`src/hw/rtl/dtf_pkg.sv`:
```
// ----------------------------------------------------------------------------
// dtf_pkg
// Shared types and constants for the datetime days/ticks to fields decoder:
// pipeline depth, range limits, exact reciprocal constants and the
// month start table.
// ----------------------------------------------------------------------------
package dtf_pkg;

   localparam int STAGES = 7;

   // day count limits: 1753-01-01 .. 9999-12-31 relative to 1900-01-01
   localparam logic signed [22:0] DAYS_MIN = -23'sd53690;
   localparam logic signed [22:0] DAYS_MAX = 23'sd2958463;
   // days from 0000-03-01 to 1900-01-01
   localparam logic signed [23:0] SHIFT_1900 = 24'sd693901;

   localparam logic [17:0] ERA_DAYS  = 18'd146097;
   localparam logic [17:0] ERA_LAST  = 18'd146096;
   localparam logic [17:0] CENT_DAYS = 18'd36524;
   localparam logic [17:0] YEAR_DAYS = 18'd365;
   localparam logic [13:0] ERA_YEARS = 14'd400;

   // round-up reciprocals, exact for every operand below 2**n
   // q = (x * m) >> (n + l), m = ceil(2**(n+l) / d), l = ceil(log2(d))
   localparam logic [22:0] ERA_RECIP  = 23'(((64'd1 << 40) + 64'd146096) / 64'd146097);
   localparam int          ERA_SHIFT  = 40;
   localparam logic [18:0] Q1460_RECIP = 19'(((64'd1 << 29) + 64'd1459) / 64'd1460);
   localparam int          Q1460_SHIFT = 29;
   localparam logic [18:0] Q365_RECIP = 19'(((64'd1 << 27) + 64'd364) / 64'd365);
   localparam int          Q365_SHIFT = 27;
   localparam logic [11:0] Q153_RECIP = 12'(((64'd1 << 19) + 64'd152) / 64'd153);
   localparam int          Q153_SHIFT = 19;
   localparam logic [29:0] Q3_RECIP   = 30'(((64'd1 << 31) + 64'd2) / 64'd3);
   localparam int          Q3_SHIFT   = 31;
   localparam logic [27:0] Q1000_RECIP = 28'(((64'd1 << 37) + 64'd999) / 64'd1000);
   localparam int          Q1000_SHIFT = 37;
   localparam logic [17:0] Q3600_RECIP = 18'(((64'd1 << 29) + 64'd3599) / 64'd3600);
   localparam int          Q3600_SHIFT = 29;
   localparam logic [17:0] Q60_RECIP  = 18'(((64'd1 << 23) + 64'd59) / 64'd60);
   localparam int          Q60_SHIFT  = 23;

   typedef struct packed {
      logic [STAGES-1:0] load;
   } pipe_ctrl_type;

   typedef struct packed {
      logic [13:0] year;
      logic [3:0]  month;
      logic [4:0]  day_of_month;
   } date_fields_type;

   typedef struct packed {
      logic [4:0] hours;
      logic [5:0] minutes;
      logic [5:0] seconds;
      logic [9:0] milliseconds;
   } time_fields_type;

   // first day of each month in a march-based year, (153*mp+2)/5
   function automatic logic [8:0] month_start(input logic [3:0] mp);
      logic [8:0] r;
      case (mp)
         4'd0:    r = 9'd0;
         4'd1:    r = 9'd31;
         4'd2:    r = 9'd61;
         4'd3:    r = 9'd92;
         4'd4:    r = 9'd122;
         4'd5:    r = 9'd153;
         4'd6:    r = 9'd184;
         4'd7:    r = 9'd214;
         4'd8:    r = 9'd245;
         4'd9:    r = 9'd275;
         4'd10:   r = 9'd306;
         4'd11:   r = 9'd337;
         default: r = 9'd0;
      endcase
      return r;
   endfunction

endpackage

```
`src/hw/rtl/dtf_date_path.sv`:
```
// ----------------------------------------------------------------------------
// dtf_date_path
// Seven-stage civil date decode: era, day of era, year of era, day of year,
// march-based month, then year, month and day of month.
// ----------------------------------------------------------------------------
module dtf_date_path (
   input  logic                    clock,
   input  dtf_pkg::pipe_ctrl_type  ctrl,
   input  logic signed [22:0]      days_since_epoch,
   output dtf_pkg::date_fields_type date_out
);

   // stage 1
   logic signed [22:0] days_sat;
   logic signed [23:0] z_wide;
   logic [21:0]        s1_z_in, s1_z_ff;
   logic [44:0]        era_prod;
   logic [4:0]         s1_era_in, s1_era_ff;
   // stage 2
   logic [17:0]        s2_doe_in, s2_doe_ff;
   logic [13:0]        s2_ey_in, s2_ey_ff;
   // stage 3
   logic [36:0]        q1460_prod;
   logic [7:0]         q1460;
   logic [2:0]         q_cent;
   logic               q_last;
   logic [17:0]        s3_t_in, s3_t_ff, s3_doe_ff;
   logic [13:0]        s3_ey_ff;
   // stage 4
   logic [36:0]        q365_prod;
   logic [8:0]         s4_yoe_in, s4_yoe_ff;
   logic [17:0]        s4_doe_ff;
   logic [13:0]        s4_ey_ff;
   // stage 5
   logic [1:0]         q_hund;
   logic [17:0]        year_base;
   logic [8:0]         s5_doy_in, s5_doy_ff, s5_yoe_ff;
   logic [13:0]        s5_ey_ff;
   // stage 6
   logic [10:0]        mp_num;
   logic [22:0]        q153_prod;
   logic [3:0]         s6_mp_in, s6_mp_ff;
   logic [8:0]         s6_doy_ff, s6_yoe_ff;
   logic [13:0]        s6_ey_ff;
   // stage 7
   dtf_pkg::date_fields_type date_in, date_ff;

   // saturate, shift to a march 0000 epoch, split off 400-year eras
   always_comb begin
      if (days_since_epoch < dtf_pkg::DAYS_MIN) begin
         days_sat = dtf_pkg::DAYS_MIN;
      end else if (days_since_epoch > dtf_pkg::DAYS_MAX) begin
         days_sat = dtf_pkg::DAYS_MAX;
      end else begin
         days_sat = days_since_epoch;
      end
      z_wide    = 24'(days_sat) + dtf_pkg::SHIFT_1900;
      s1_z_in   = z_wide[21:0];
      era_prod  = 45'(s1_z_in) * 45'(dtf_pkg::ERA_RECIP);
      s1_era_in = era_prod[dtf_pkg::ERA_SHIFT +: 5];
   end

   always_comb begin
      s2_doe_in = 18'(s1_z_ff - 22'(22'(s1_era_ff) * 22'(dtf_pkg::ERA_DAYS)));
      s2_ey_in  = 14'(s1_era_ff) * dtf_pkg::ERA_YEARS;
   end

   // leap day corrections before the divide by 365
   always_comb begin
      q1460_prod = 37'(s2_doe_ff) * 37'(dtf_pkg::Q1460_RECIP);
      q1460      = q1460_prod[dtf_pkg::Q1460_SHIFT +: 8];
      q_cent     = 3'(s2_doe_ff >= dtf_pkg::CENT_DAYS)
                 + 3'(s2_doe_ff >= 18'(2 * dtf_pkg::CENT_DAYS))
                 + 3'(s2_doe_ff >= 18'(3 * dtf_pkg::CENT_DAYS))
                 + 3'(s2_doe_ff >= dtf_pkg::ERA_LAST);
      q_last     = (s2_doe_ff == dtf_pkg::ERA_LAST);
      s3_t_in    = s2_doe_ff - 18'(q1460) + 18'(q_cent) - 18'(q_last);
   end

   always_comb begin
      q365_prod = 37'(s3_t_ff) * 37'(dtf_pkg::Q365_RECIP);
      s4_yoe_in = q365_prod[dtf_pkg::Q365_SHIFT +: 9];
   end

   always_comb begin
      q_hund    = 2'(s4_yoe_ff >= 9'd100) + 2'(s4_yoe_ff >= 9'd200)
                + 2'(s4_yoe_ff >= 9'd300);
      year_base = 18'(s4_yoe_ff) * dtf_pkg::YEAR_DAYS + 18'(s4_yoe_ff >> 2) - 18'(q_hund);
      s5_doy_in = 9'(s4_doe_ff - year_base);
   end

   always_comb begin
      mp_num    = 11'({s5_doy_ff, 2'b00}) + 11'(s5_doy_ff) + 11'd2;
      q153_prod = 23'(mp_num) * 23'(dtf_pkg::Q153_RECIP);
      s6_mp_in  = q153_prod[dtf_pkg::Q153_SHIFT +: 4];
   end

   always_comb begin
      date_in.day_of_month = 5'(s6_doy_ff - dtf_pkg::month_start(s6_mp_ff) + 9'd1);
      if (s6_mp_ff < 4'd10) begin
         date_in.month = s6_mp_ff + 4'd3;
      end else begin
         date_in.month = s6_mp_ff - 4'd9;
      end
      // january and february belong to the next civil year
      date_in.year = 14'(s6_yoe_ff) + s6_ey_ff + 14'(date_in.month <= 4'd2);
   end

   always_ff @(posedge clock) begin
      if (ctrl.load[0]) begin
         s1_z_ff   <= s1_z_in;
         s1_era_ff <= s1_era_in;
      end
      if (ctrl.load[1]) begin
         s2_doe_ff <= s2_doe_in;
         s2_ey_ff  <= s2_ey_in;
      end
      if (ctrl.load[2]) begin
         s3_t_ff   <= s3_t_in;
         s3_doe_ff <= s2_doe_ff;
         s3_ey_ff  <= s2_ey_ff;
      end
      if (ctrl.load[3]) begin
         s4_yoe_ff <= s4_yoe_in;
         s4_doe_ff <= s3_doe_ff;
         s4_ey_ff  <= s3_ey_ff;
      end
      if (ctrl.load[4]) begin
         s5_doy_ff <= s5_doy_in;
         s5_yoe_ff <= s4_yoe_ff;
         s5_ey_ff  <= s4_ey_ff;
      end
      if (ctrl.load[5]) begin
         s6_mp_ff  <= s6_mp_in;
         s6_doy_ff <= s5_doy_ff;
         s6_yoe_ff <= s5_yoe_ff;
         s6_ey_ff  <= s5_ey_ff;
      end
      if (ctrl.load[6]) begin
         date_ff <= date_in;
      end
   end

   assign date_out = date_ff;

endmodule

```
`src/hw/rtl/dtf_time_path.sv`:
```
// ----------------------------------------------------------------------------
// dtf_time_path
// Time of day decode: ticks to milliseconds, then seconds, hours and
// minutes; results ride along to line up with the date path.
// ----------------------------------------------------------------------------
module dtf_time_path (
   input  logic                     clock,
   input  dtf_pkg::pipe_ctrl_type   ctrl,
   input  logic [24:0]              ticks_since_midnight,
   output dtf_pkg::time_fields_type time_out
);

   logic [28:0] ms_num;
   logic [58:0] q3_prod;
   logic [26:0] s1_ms_in, s1_ms_ff;
   logic [54:0] q1000_prod;
   logic [16:0] s2_secs_in, s2_secs_ff;
   logic [26:0] s2_ms_ff;
   logic [34:0] q3600_prod, q60_prod;
   logic [9:0]  s3_msr_in, s3_msr_ff;
   logic [4:0]  s3_hq_in, s3_hq_ff;
   logic [10:0] s3_q60_in, s3_q60_ff;
   logic [16:0] s3_secs_ff;
   dtf_pkg::time_fields_type s4_in, s4_ff, s5_ff, s6_ff, s7_ff;

   // ms = (10 * ticks + 1) / 3
   always_comb begin
      ms_num   = 29'({ticks_since_midnight, 3'b000}) + 29'({ticks_since_midnight, 1'b0})
               + 29'd1;
      q3_prod  = 59'(ms_num) * 59'(dtf_pkg::Q3_RECIP);
      s1_ms_in = q3_prod[dtf_pkg::Q3_SHIFT +: 27];
   end

   always_comb begin
      q1000_prod = 55'(s1_ms_ff) * 55'(dtf_pkg::Q1000_RECIP);
      s2_secs_in = q1000_prod[dtf_pkg::Q1000_SHIFT +: 17];
   end

   // whole minutes and whole hours both come straight from seconds
   always_comb begin
      s3_msr_in  = 10'(s2_ms_ff - 27'(27'(s2_secs_ff) * 27'd1000));
      q3600_prod = 35'(s2_secs_ff) * 35'(dtf_pkg::Q3600_RECIP);
      s3_hq_in   = q3600_prod[dtf_pkg::Q3600_SHIFT +: 5];
      q60_prod   = 35'(s2_secs_ff) * 35'(dtf_pkg::Q60_RECIP);
      s3_q60_in  = q60_prod[dtf_pkg::Q60_SHIFT +: 11];
   end

   always_comb begin
      // ticks past one day reach at most 31 hours
      if (s3_hq_ff >= 5'd24) begin
         s4_in.hours = s3_hq_ff - 5'd24;
      end else begin
         s4_in.hours = s3_hq_ff;
      end
      s4_in.minutes      = 6'(s3_q60_ff - 11'(11'(s3_hq_ff) * 11'd60));
      s4_in.seconds      = 6'(s3_secs_ff - 17'(17'(s3_q60_ff) * 17'd60));
      s4_in.milliseconds = s3_msr_ff;
   end

   always_ff @(posedge clock) begin
      if (ctrl.load[0]) begin
         s1_ms_ff <= s1_ms_in;
      end
      if (ctrl.load[1]) begin
         s2_secs_ff <= s2_secs_in;
         s2_ms_ff   <= s1_ms_ff;
      end
      if (ctrl.load[2]) begin
         s3_msr_ff  <= s3_msr_in;
         s3_hq_ff   <= s3_hq_in;
         s3_q60_ff  <= s3_q60_in;
         s3_secs_ff <= s2_secs_ff;
      end
      if (ctrl.load[3]) begin
         s4_ff <= s4_in;
      end
      if (ctrl.load[4]) begin
         s5_ff <= s4_ff;
      end
      if (ctrl.load[5]) begin
         s6_ff <= s5_ff;
      end
      if (ctrl.load[6]) begin
         s7_ff <= s6_ff;
      end
   end

   assign time_out = s7_ff;

endmodule

```
`src/hw/rtl/datetime_days_ticks_to_fields_unit.sv`:
```
// ----------------------------------------------------------------------------
// datetime_days_ticks_to_fields_unit
// Decodes a day count from 1900-01-01 and 1/300 s ticks into calendar date
// and time of day fields.
// ----------------------------------------------------------------------------
// The unit takes one request per clock while req_stall is low; each
// request passes through the seven register stages of the date path.
// Each stage has its own valid bit and loads whenever it is empty or the
// next stage moves, so bubbles are squeezed out and a stalled result does
// not block requests until every stage is full. Day counts outside
// 1753-01-01 .. 9999-12-31 are clamped to the nearer end; tick counts
// past one day carry into the time fields with hours wrapping modulo 24.
module datetime_days_ticks_to_fields_unit (
   input  logic               clock,
   input  logic               reset,
   input  logic               req_valid,
   output logic               req_stall,
   input  logic signed [22:0] req_days_since_epoch,
   input  logic [24:0]        req_ticks_since_midnight,
   output logic               rsp_valid,
   input  logic               rsp_stall,
   output logic [13:0]        rsp_year,
   output logic [3:0]         rsp_month,
   output logic [4:0]         rsp_day_of_month,
   output logic [4:0]         rsp_hours,
   output logic [5:0]         rsp_minutes,
   output logic [5:0]         rsp_seconds,
   output logic [9:0]         rsp_milliseconds
);

   logic [dtf_pkg::STAGES-1:0] valid_in, valid_ff, ready;
   dtf_pkg::pipe_ctrl_type     ctrl;
   dtf_pkg::date_fields_type   date_out;
   dtf_pkg::time_fields_type   time_out;

   always_comb begin
      ready[dtf_pkg::STAGES-1] = !valid_ff[dtf_pkg::STAGES-1] || !rsp_stall;
      for (int k = dtf_pkg::STAGES - 2; k >= 0; k--) begin
         ready[k] = !valid_ff[k] || ready[k+1];
      end
      valid_in[0] = ready[0] ? req_valid : valid_ff[0];
      for (int k = 1; k < dtf_pkg::STAGES; k++) begin
         valid_in[k] = ready[k] ? valid_ff[k-1] : valid_ff[k];
      end
   end

   assign ctrl.load = ready;

   always_ff @(posedge clock) begin
      if (reset) begin
         valid_ff <= '0;
      end else begin
         valid_ff <= valid_in;
      end
   end

   dtf_date_path u_date (
      .clock            (clock),
      .ctrl             (ctrl),
      .days_since_epoch (req_days_since_epoch),
      .date_out         (date_out)
   );

   dtf_time_path u_time (
      .clock                (clock),
      .ctrl                 (ctrl),
      .ticks_since_midnight (req_ticks_since_midnight),
      .time_out             (time_out)
   );

   assign req_stall        = !ready[0];
   assign rsp_valid        = valid_ff[dtf_pkg::STAGES-1];
   assign rsp_year         = date_out.year;
   assign rsp_month        = date_out.month;
   assign rsp_day_of_month = date_out.day_of_month;
   assign rsp_hours        = time_out.hours;
   assign rsp_minutes      = time_out.minutes;
   assign rsp_seconds      = time_out.seconds;
   assign rsp_milliseconds = time_out.milliseconds;

   // requests in flight change only by what enters and what leaves
   a_occupancy: assert property (@(posedge clock) disable iff (reset)
      !reset |=> $countones(valid_ff) == $past($countones(valid_ff))
                 + $past(int'(req_valid && !req_stall))
                 - $past(int'(rsp_valid && !rsp_stall)))
      else $error("pipeline occupancy mismatch");

   // a full pipeline behind a stalled result must push back
   a_full_stall: assert property (@(posedge clock) disable iff (reset)
      ((&valid_ff) && rsp_stall) |-> req_stall)
      else $error("request taken into a full stalled pipeline");

   a_fields_range: assert property (@(posedge clock) disable iff (reset)
      rsp_valid |-> (rsp_month >= 4'd1 && rsp_month <= 4'd12
                     && rsp_day_of_month >= 5'd1 && rsp_hours < 5'd24
                     && rsp_minutes < 6'd60 && rsp_seconds < 6'd60
                     && rsp_milliseconds < 10'd1000))
      else $error("result field out of range");

endmodule
```
`config.mk`:
```
export PLATFORM = sky130hd
export DESIGN_NAME = datetime_days_ticks_to_fields_unit
export DESIGN_NICKNAME = d
export VERILOG_FILES = /design/src/hw/rtl/dtf_pkg.sv /design/src/hw/rtl/dtf_date_path.sv /design/src/hw/rtl/dtf_time_path.sv /design/src/hw/rtl/datetime_days_ticks_to_fields_unit.sv
export SDC_FILE = /design/constraint.sdc
export NUM_CORES = 2
export LEC_CHECK = 0
export BUFFER_PORTS_ARGS = -buffer_cell sky130_fd_sc_hd__buf_2
export CORE_MARGIN = 4
export CORE_UTILIZATION = 45
export CTS_CLUSTER_SIZE = 28
export DETAILED_ROUTE_END_ITERATION = 12
export PLACE_DENSITY = 0.7
export SETUP_SLACK_MARGIN = 0.4
export SLEW_MARGIN = 20
export SYNTH_ARGS = -nofsm -noshare
export SYNTH_HDL_FRONTEND = slang
export SYNTH_SLANG_ARGS = --single-unit
```
`constraint.sdc`:
```
create_clock -name clock -period 12.45 [get_ports clock]
set_input_delay 0.6225 -clock clock [delete_from_list [all_inputs] [get_ports clock]]
set_output_delay 0.6225 -clock clock [all_outputs]
set_load 0.05 [all_outputs]
```
; Word-level counts from Yosys, hierarchy flattened
; Memory sizes are Yosys's and may differ from the RTL's. A register that Yosys moved wholly into a read port is not among the register bits.
; Index checks and enable logic that the tools add are counted.
[totals]
regBits = 396
mem_bits_ro = 144
input_bits = 52
wordCells = 126
mem_count = 1
[classes]
add_sub_neg = 27
multipliers = 14
order_cmp = 12
n_eq_ne = 1
n_mux = 5
n_reduce_logical = 16
[mem_list]
columns = name, depth, word_bits, read_ports, rd_clocked_by_memory_dff, wr, line
row1 = (no name shown), 16, 9, 1, 1, 0, dtf_pkg.sv:62  ; case (mp)
[ops]
columns = op, count
row1 = 17-bit by 18-bit multiplier with 34-bit output (second input constant), 2
row2 = 29-bit by 30-bit multiplier with 58-bit output (second input constant), 1
row3 = 27-bit by 27-bit multiplier with 53-bit output (second input constant), 1
row4 = 22-bit by 22-bit multiplier with 44-bit output (second input constant), 1
row5 = 22-bit two-way mux, 2
row6 = 18-bit by 17-bit greater-or-equal comparator with 1-bit output (second input constant), 2
row7 = 18-bit by 16-bit multiplier with 34-bit output (second input constant), 1
row8 = 18-bit by 16-bit multiplier with 33-bit output (second input constant), 1
row9 = 28-bit by 26-bit adder with 29-bit output, 1
row10 = 29-bit by 1-bit adder with 29-bit output (second input constant), 1
row11 = 23-bit > comparator (second input constant), 1
row12 = 23-bit by 17-bit < comparator with 1-bit output (second input constant), 1
row13 = 11-bit by 12-bit multiplier with 23-bit output (second input constant), 1
row14 = 22-bit by 21-bit adder with 22-bit output (second input constant), 1
row15 = 18-bit by 3-bit adder with 18-bit output, 1
row16 = 18-bit == test (second input constant), 1
row17 = 18-bit by 16-bit greater-or-equal comparator with 1-bit output (second input constant), 1
row18 = 18-bit greater-or-equal comparator (second input constant), 1
row19 = 5-bit by 18-bit multiplier with 18-bit output (second input constant), 1
row20 = 18-bit by 1-bit subtractor with 18-bit output, 1
row21 = 18-bit subtractor, 1
row22 = 18-bit by 8-bit subtractor with 18-bit output, 1
row23 = 17-bit by 7-bit multiplier with 7-bit output (second input constant), 1
row24 = 14-bit by 1-bit adder with 14-bit output, 1
row25 = 30 further kinds, 48

; Longest topological paths before layout
[logic_depth]
word_depth = 9
depth_mapped = 44
mapped_depth_nobuf = 42

; By module
; A second synthesis with hierarchy kept.
[unflattened]
cells_unflattened = 6244
hier_area_um2 = 68229.2
[by_module_without_submodules]
columns = module, instances, cells_per_inst, area_each_um2
row1 = dtf_time_path, 1, 3190, 35019.8
row2 = dtf_date_path, 1, 3022, 32912.8
row3 = datetime_days_ticks_to_fields_unit, 1, 32, 296.5

; Worst setup path after synthesis
; OpenSTA, ideal clock, no wires.
[synth_timing]
path_type = input to register
start = input req_days_since_epoch[15]
end = register u_date.s1_era_ff[4] (data pin)
setup_ns = 0.260
arrival_time_ns = 10.675
required_ns = 12.190
slack_ns = 1.516
path_stages = 40
cell_sequence = buf_2 > or4_1 > a21o_1 > o21ai_2 > a221oi_4 > clkbuf_1 > o21ai_0 > inv_1 > ha_1 > or3_1 > and4_1 > o21ai_0 > a21boi_0 > a211o_1 > a31oi_1 > o21ai_0 > xor2_1 > o21ai_0 > [... 4 more ...] > inv_1 > fa_1 > inv_1 > fa_1 > fa_1 > inv_1 > fa_1 > inv_1 > ha_1 > and3_1 > nand3_1 > or3_1 > o311ai_0 > o311ai_2 > a21boi_2 > o21a_1 > nor2_2 > xnor2_1
[synth_between]
elab_chain_len = 5
elab_cells_between_ends = 6
cone_classes = add/sub (1) / mul (1) / order compare (2) / mux (2)
[synth_lines]
columns = item, line
row1 = from (decl), datetime_days_ticks_to_fields_unit.sv:18  ; input logic signed [22:0] req_days_since_epoch,
row2 = 23-bit > comparator, dtf_date_path.sv:52  ; end else if (days_since_epoch > dtf_pkg::DAYS_MAX) begin
row3 = 22-bit two-way mux, dtf_date_path.sv:52
row4 = 22-bit two-way mux *, dtf_date_path.sv:50  ; if (days_since_epoch < dtf_pkg::DAYS_MIN) begin
row5 = 22-bit by 21-bit adder with 22-bit output *, dtf_date_path.sv:57  ; z_wide = 24'(days_sat) + dtf_pkg::SHIFT_1900;
row6 = 22-bit by 22-bit multiplier with 44-bit output *, dtf_date_path.sv:59  ; era_prod = 45'(s1_z_in) * 45'(dtf_pkg::ERA_RECIP);
row7 = net u_date.era_prod[44], dtf_date_path.sv:17  ; logic [44:0] era_prod;
row8 = to (signal assigned), dtf_date_path.sv:112  ; s1_era_ff <= s1_era_in;
row9 = to (decl), dtf_date_path.sv:18  ; logic [4:0] s1_era_in, s1_era_ff;
; The timed path passes the listed nets; every way through them passes the cells marked *.
; A chain may end at the register's enable or synchronous reset.

; Worst setup path after layout
[layout_timing]
start = input req_days_since_epoch[7]
end = register u_date.s1_era_ff[4] (data pin)
; The elaborated chain is that of the path after synthesis.

==> results.rst <==
.. list-table::
   :header-rows: 1

   * - Metric
     - Value
   * - Setup bufs post-CTS
     - 0
   * - Routed wirelength normalized by instance count
     - 16.49 µm
   * - Count of cell instances traversed by the critical path
     - between 40 and 50
   * - Final period utilization
     - 0.8969
   * - Clock Sink Count
     - approximately 400
   * - Overall die width
     - 396.3 µm
   * - Synth cell types
     - slightly below 90
   * - Number of filler cells placed in the layout
     - between 10000 and 15000
   * - Ranking of synthesized cells by area
     - sky130_fd_sc_hd__ha_1 (30%), sky130_fd_sc_hd__fa_1 (30%), sky130_fd_sc_hd__edfxtp_1 (17%)
   * - Slack of the worst reg-to-reg path
     - 2480 ps
   * - Share of final-layout standard cells stronger than drive strength 1
     - 0.03831
   * - Start point of the critical path
     - req_days_since_epoch[7]
   * - Post_cts resized
     - 0
   * - CP arrival
     - around 12000 ps
   * - Area of the die
     - ~160000 µm²
   * - Total routing resource utilization after global routing
     - 0.1829
   * - Setup TNS
     - 0 ps
   * - Count of yosys warnings during synthesis
     - 0
   * - Share of async-settable or async-resettable flops after synthesis
     - 0
   * - Crit path max fanout
     - 12
   * - Detailed-route wire length
     - approximately 140 mm
   * - Core Rows
     - roughly 140
   * - Relative max-transition margin
     - 0.3034
   * - Final Setup Violations
     - 0
   * - Starting Density
     - 0.4531
   * - Routability-driven placement congestion ratio
     - a little over 0.9
   * - Number of cells on the worst reg-to-reg path
     - 37
   * - Predominant post-synthesis flop cell
     - sky130_fd_sc_hd__edfxtp_1
   * - Run status
     - complete, no violations
   * - DRC
     - 0
   * - Worst path max stage delay
     - 770 ps
   * - Cell accounting for the most synthesized area
     - sky130_fd_sc_hd__ha_1
   * - Maximum number of pins on one net before global-route repair
     - 65
   * - Netlist area before placement
     - 67870 µm²
   * - Unrepaired setup endpoints after global routing
     - no
   * - Avg Inst Size Synth
     - about 11 µm²
   * - Area of all sequential standard cells
     - 11770 µm²
   * - Fmax
     - about 90 MHz
   * - Tightest Hold Check Type
     - in -> reg
   * - Capture point of the worst reg-to-reg path
     - u_date.s3_t_ff[16]
   * - Clock latency reported for the late side of the worst-skew pair
     - roughly 600 ps
   * - Max-Cap Viols
     - 0
   * - Number of enable-type register cells in the synthesized netlist
     - around 380
   * - Initial DRT Pass Iterations
     - 5
   * - Clock tree root driver cell
     - sky130_fd_sc_hd__clkbuf_16
   * - Number of hold violations in the final report
     - 0
   * - Portion of the post-synthesis area used by sequential elements
     - 0.1735
   * - Detailed placer's ending HPWL
     - ~120 mm
   * - Most common library cells after synthesis
     - sky130_fd_sc_hd__inv_1 (1770), sky130_fd_sc_hd__ha_1 (1615), sky130_fd_sc_hd__fa_1 (1001), sky130_fd_sc_hd__edfxtp_1 (384), sky130_fd_sc_hd__xnor2_1 (188)
   * - Number of max-slew violations in the final report
     - 0
   * - CTS clock-pin slew for the worst setup and hold paths
     - ~60 ps
   * - Number of buffers inserted during clock tree synthesis
     - 46
   * - I/O Buffers
     - 103
   * - Floorplan die height
     - roughly 400 µm
   * - Number of standard cells after synthesis
     - around 6200
   * - Wire length of the first global-routing pass
     - 232.9 mm
   * - Violation count after the first detailed-route iteration
     - 2013
   * - Delay-heaviest family, CP
     - compound AO/OA/AOI/OAI gates
   * - Via count
     - roughly 42000
   * - Slew of the pin with the lowest slew margin
     - 1041 ps
   * - Core area
     - between 100000 and 150000 µm²
   * - Worst Path Required
     - roughly 13000 ps
   * - Multi-input gate area in the final layout
     - between 40000 and 50000 µm²
   * - Number of antenna violations at the first check in global routing
     - 2
   * - Slowest CP cell
     - sky130_fd_sc_hd__o311ai_0
   * - Number of hold-repair buffers added at the cts stage
     - 0
   * - Category of the worst setup path launch point
     - primary input
   * - Area growth syn-to-layout
     - 7.203%
   * - Number of nets in the layout
     - between 9000 and 10000
   * - Worst Setup End Kind
     - register
   * - Crit path buf inv count
     - 8
   * - Timing endpoint of the critical path
     - u_date.s1_era_ff[4]
   * - Routed vias/inst
     - around 5.0
   * - Worst R2R Start
     - u_date.s2_doe_ff[0]
   * - Number of synthesized register bits
     - slightly below 400
   * - Time the worst path needs with I/O delays and setup
     - 11170 ps
   * - Worst hold path startpoint
     - req_valid
   * - Clock Skew
     - ~32 ps
   * - Ports
     - approximately 100
   * - Number of nets with antenna violations after detailed routing
     - 0
   * - Synthesized net count
     - around 8900
   * - CTS H-tree lvls
     - 2
   * - Clock tree from TritonCTS
     - yes
   * - Area share of the largest cell type after synthesis
     - 0.2978
   * - Vias in the first global route
     - roughly 46000
   * - Critical setup path kind
     - in -> reg
   * - Buffer levels on the longest clock path
     - 3
   * - Count leader, synth
     - sky130_fd_sc_hd__inv_1
   * - Total congestion overflow
     - 0
## layout by cell type, fill, tap and decap left out, types with 11 or more instances in the layout
cell type,Yosys,final
sky130_fd_sc_hd__inv_1,1770,1769
sky130_fd_sc_hd__ha_1,1615,1615
sky130_fd_sc_hd__fa_1,1001,1001
sky130_fd_sc_hd__edfxtp_1,384,384
sky130_fd_sc_hd__xnor2_1,188,188
sky130_fd_sc_hd__a21oi_1,182,182
sky130_fd_sc_hd__nor2_1,134,134
sky130_fd_sc_hd__nand2_1,122,119
sky130_fd_sc_hd__o21ai_0,113,112
sky130_fd_sc_hd__a21o_1,108,108
sky130_fd_sc_hd__buf_2,3,103
sky130_fd_sc_hd__xor2_1,75,75
sky130_fd_sc_hd__nand3_1,59,58
sky130_fd_sc_hd__nor3_1,49,49
sky130_fd_sc_hd__clkbuf_16,0,46
sky130_fd_sc_hd__nor2b_1,38,38
sky130_fd_sc_hd__nand2b_1,26,26
sky130_fd_sc_hd__buf_4,0,25
sky130_fd_sc_hd__nand4_1,22,22
sky130_fd_sc_hd__o21bai_1,22,22
sky130_fd_sc_hd__o21a_1,21,21
sky130_fd_sc_hd__a31oi_1,18,18
sky130_fd_sc_hd__and2_1,16,16
sky130_fd_sc_hd__and3_1,16,16
sky130_fd_sc_hd__a211oi_1,14,14
sky130_fd_sc_hd__a221oi_1,12,12
sky130_fd_sc_hd__o31ai_1,12,12
sky130_fd_sc_hd__dfxtp_1,12,12
sky130_fd_sc_hd__a21boi_0,11,11
## state kept, by name, indices dropped and copies added (netlist names), 10 cells and up, named ones only
signal	cells
u_time.s2_secs_ff	17
u_date.s2_ey_ff	10
u_time.time_out	27
u_date.s1_z_ff	18
u_time.s3_msr_ff	10
u_date.s2_doe_ff	18
u_date.date_out	23
u_time.s2_ms_ff	10
u_date.s3_ey_ff	10
u_date.s4_ey_ff	10
u_date.s5_ey_ff	10
u_date.s6_ey_ff	10
u_time.s6_ff	27
u_date.s3_t_ff	18
u_time.s1_ms_ff	27
u_time.s4_ff	27
u_time.s5_ff	27
## cell families after synthesis
| logic type | synth area share |
|---|---|
| DFF | 0.1735 |
| buffers and inverters | 0.09878 |
| and+or+nand+nor | 0.03936 |
| adders and majority gates | 0.5930 |
| xor gates and xnor gates | 0.03394 |
| muxes | 0.001069 |
| AOI/OAI and AO/OA | 0.06036 |
## worst min-delay path by stage
stage / end / slack (ps) / cells past startpoint
6_report: valid_ff[0] / 310 / 3
5_1_grt: valid_ff[5] / 280 / 2
3_3_place_gp: u_time.s5_ff[13] / 400 / 0
2_1_floorplan: u_date.s3_ey_ff[10] / 400 / 0
3_5_place_dp: u_date.s6_yoe_ff[1] / 400 / 0
4_1_cts: valid_ff[0] / 260 / 2
## worst register-to-register path, delay by kind of cell, from the launching register on
family | cells | cell delay [ps]
fa+ha+maj | 10 | 4380
compound gates | 15 | 3240
flops | 1 | 750
simple gates | 6 | 690
buf+inv | 5 | 480
xor+xnor | 1 | 210
## per-stage QoR
step | instance area [µm²] | utilization | std cells | setup slack, ps | hold WS [ps]
floorplan | 67870 | - | 6222 | 1516 | 400.3
global placement | 71050 | 0.4744 | 8352 | 969.1 | 400.8
detailed placement | 71050 | 0.4744 | 8352 | 791.4 | 404.5
CTS | 72750 | 0.4857 | 8438 | 1386 | 257.8
global route | 72750 | 0.4857 | 8438 | 684.8 | 284.9
finish | 72750 | 0.4857 | 8439 | 1284 | 305.4
## area by class of cell
type / instances / area share
antenna: 1 / 0.00003440
inverter: 1771 / 0.09137
multi-input combinational: 4041 / 0.6791
clock buffer: 57 / 0.01680
sequential: 396 / 0.1618
tap: 2016 / 0.03467
timing repair buffer: 128 / 0.009665
clock inverter: 29 / 0.006552
## routing by layer
metal,GRT usage,routed length (µm),up-vias
li1,-,-,20370
met1,0.2522,63480,20970
met2,0.3088,66220,704
met3,0.02209,5891,189
met4,0.04362,3588,0
met5,0,0,-
Power is left out: the tool's default activity adds up to more than one toggle a clock period on the data nets, which glitch-free logic cannot reach.
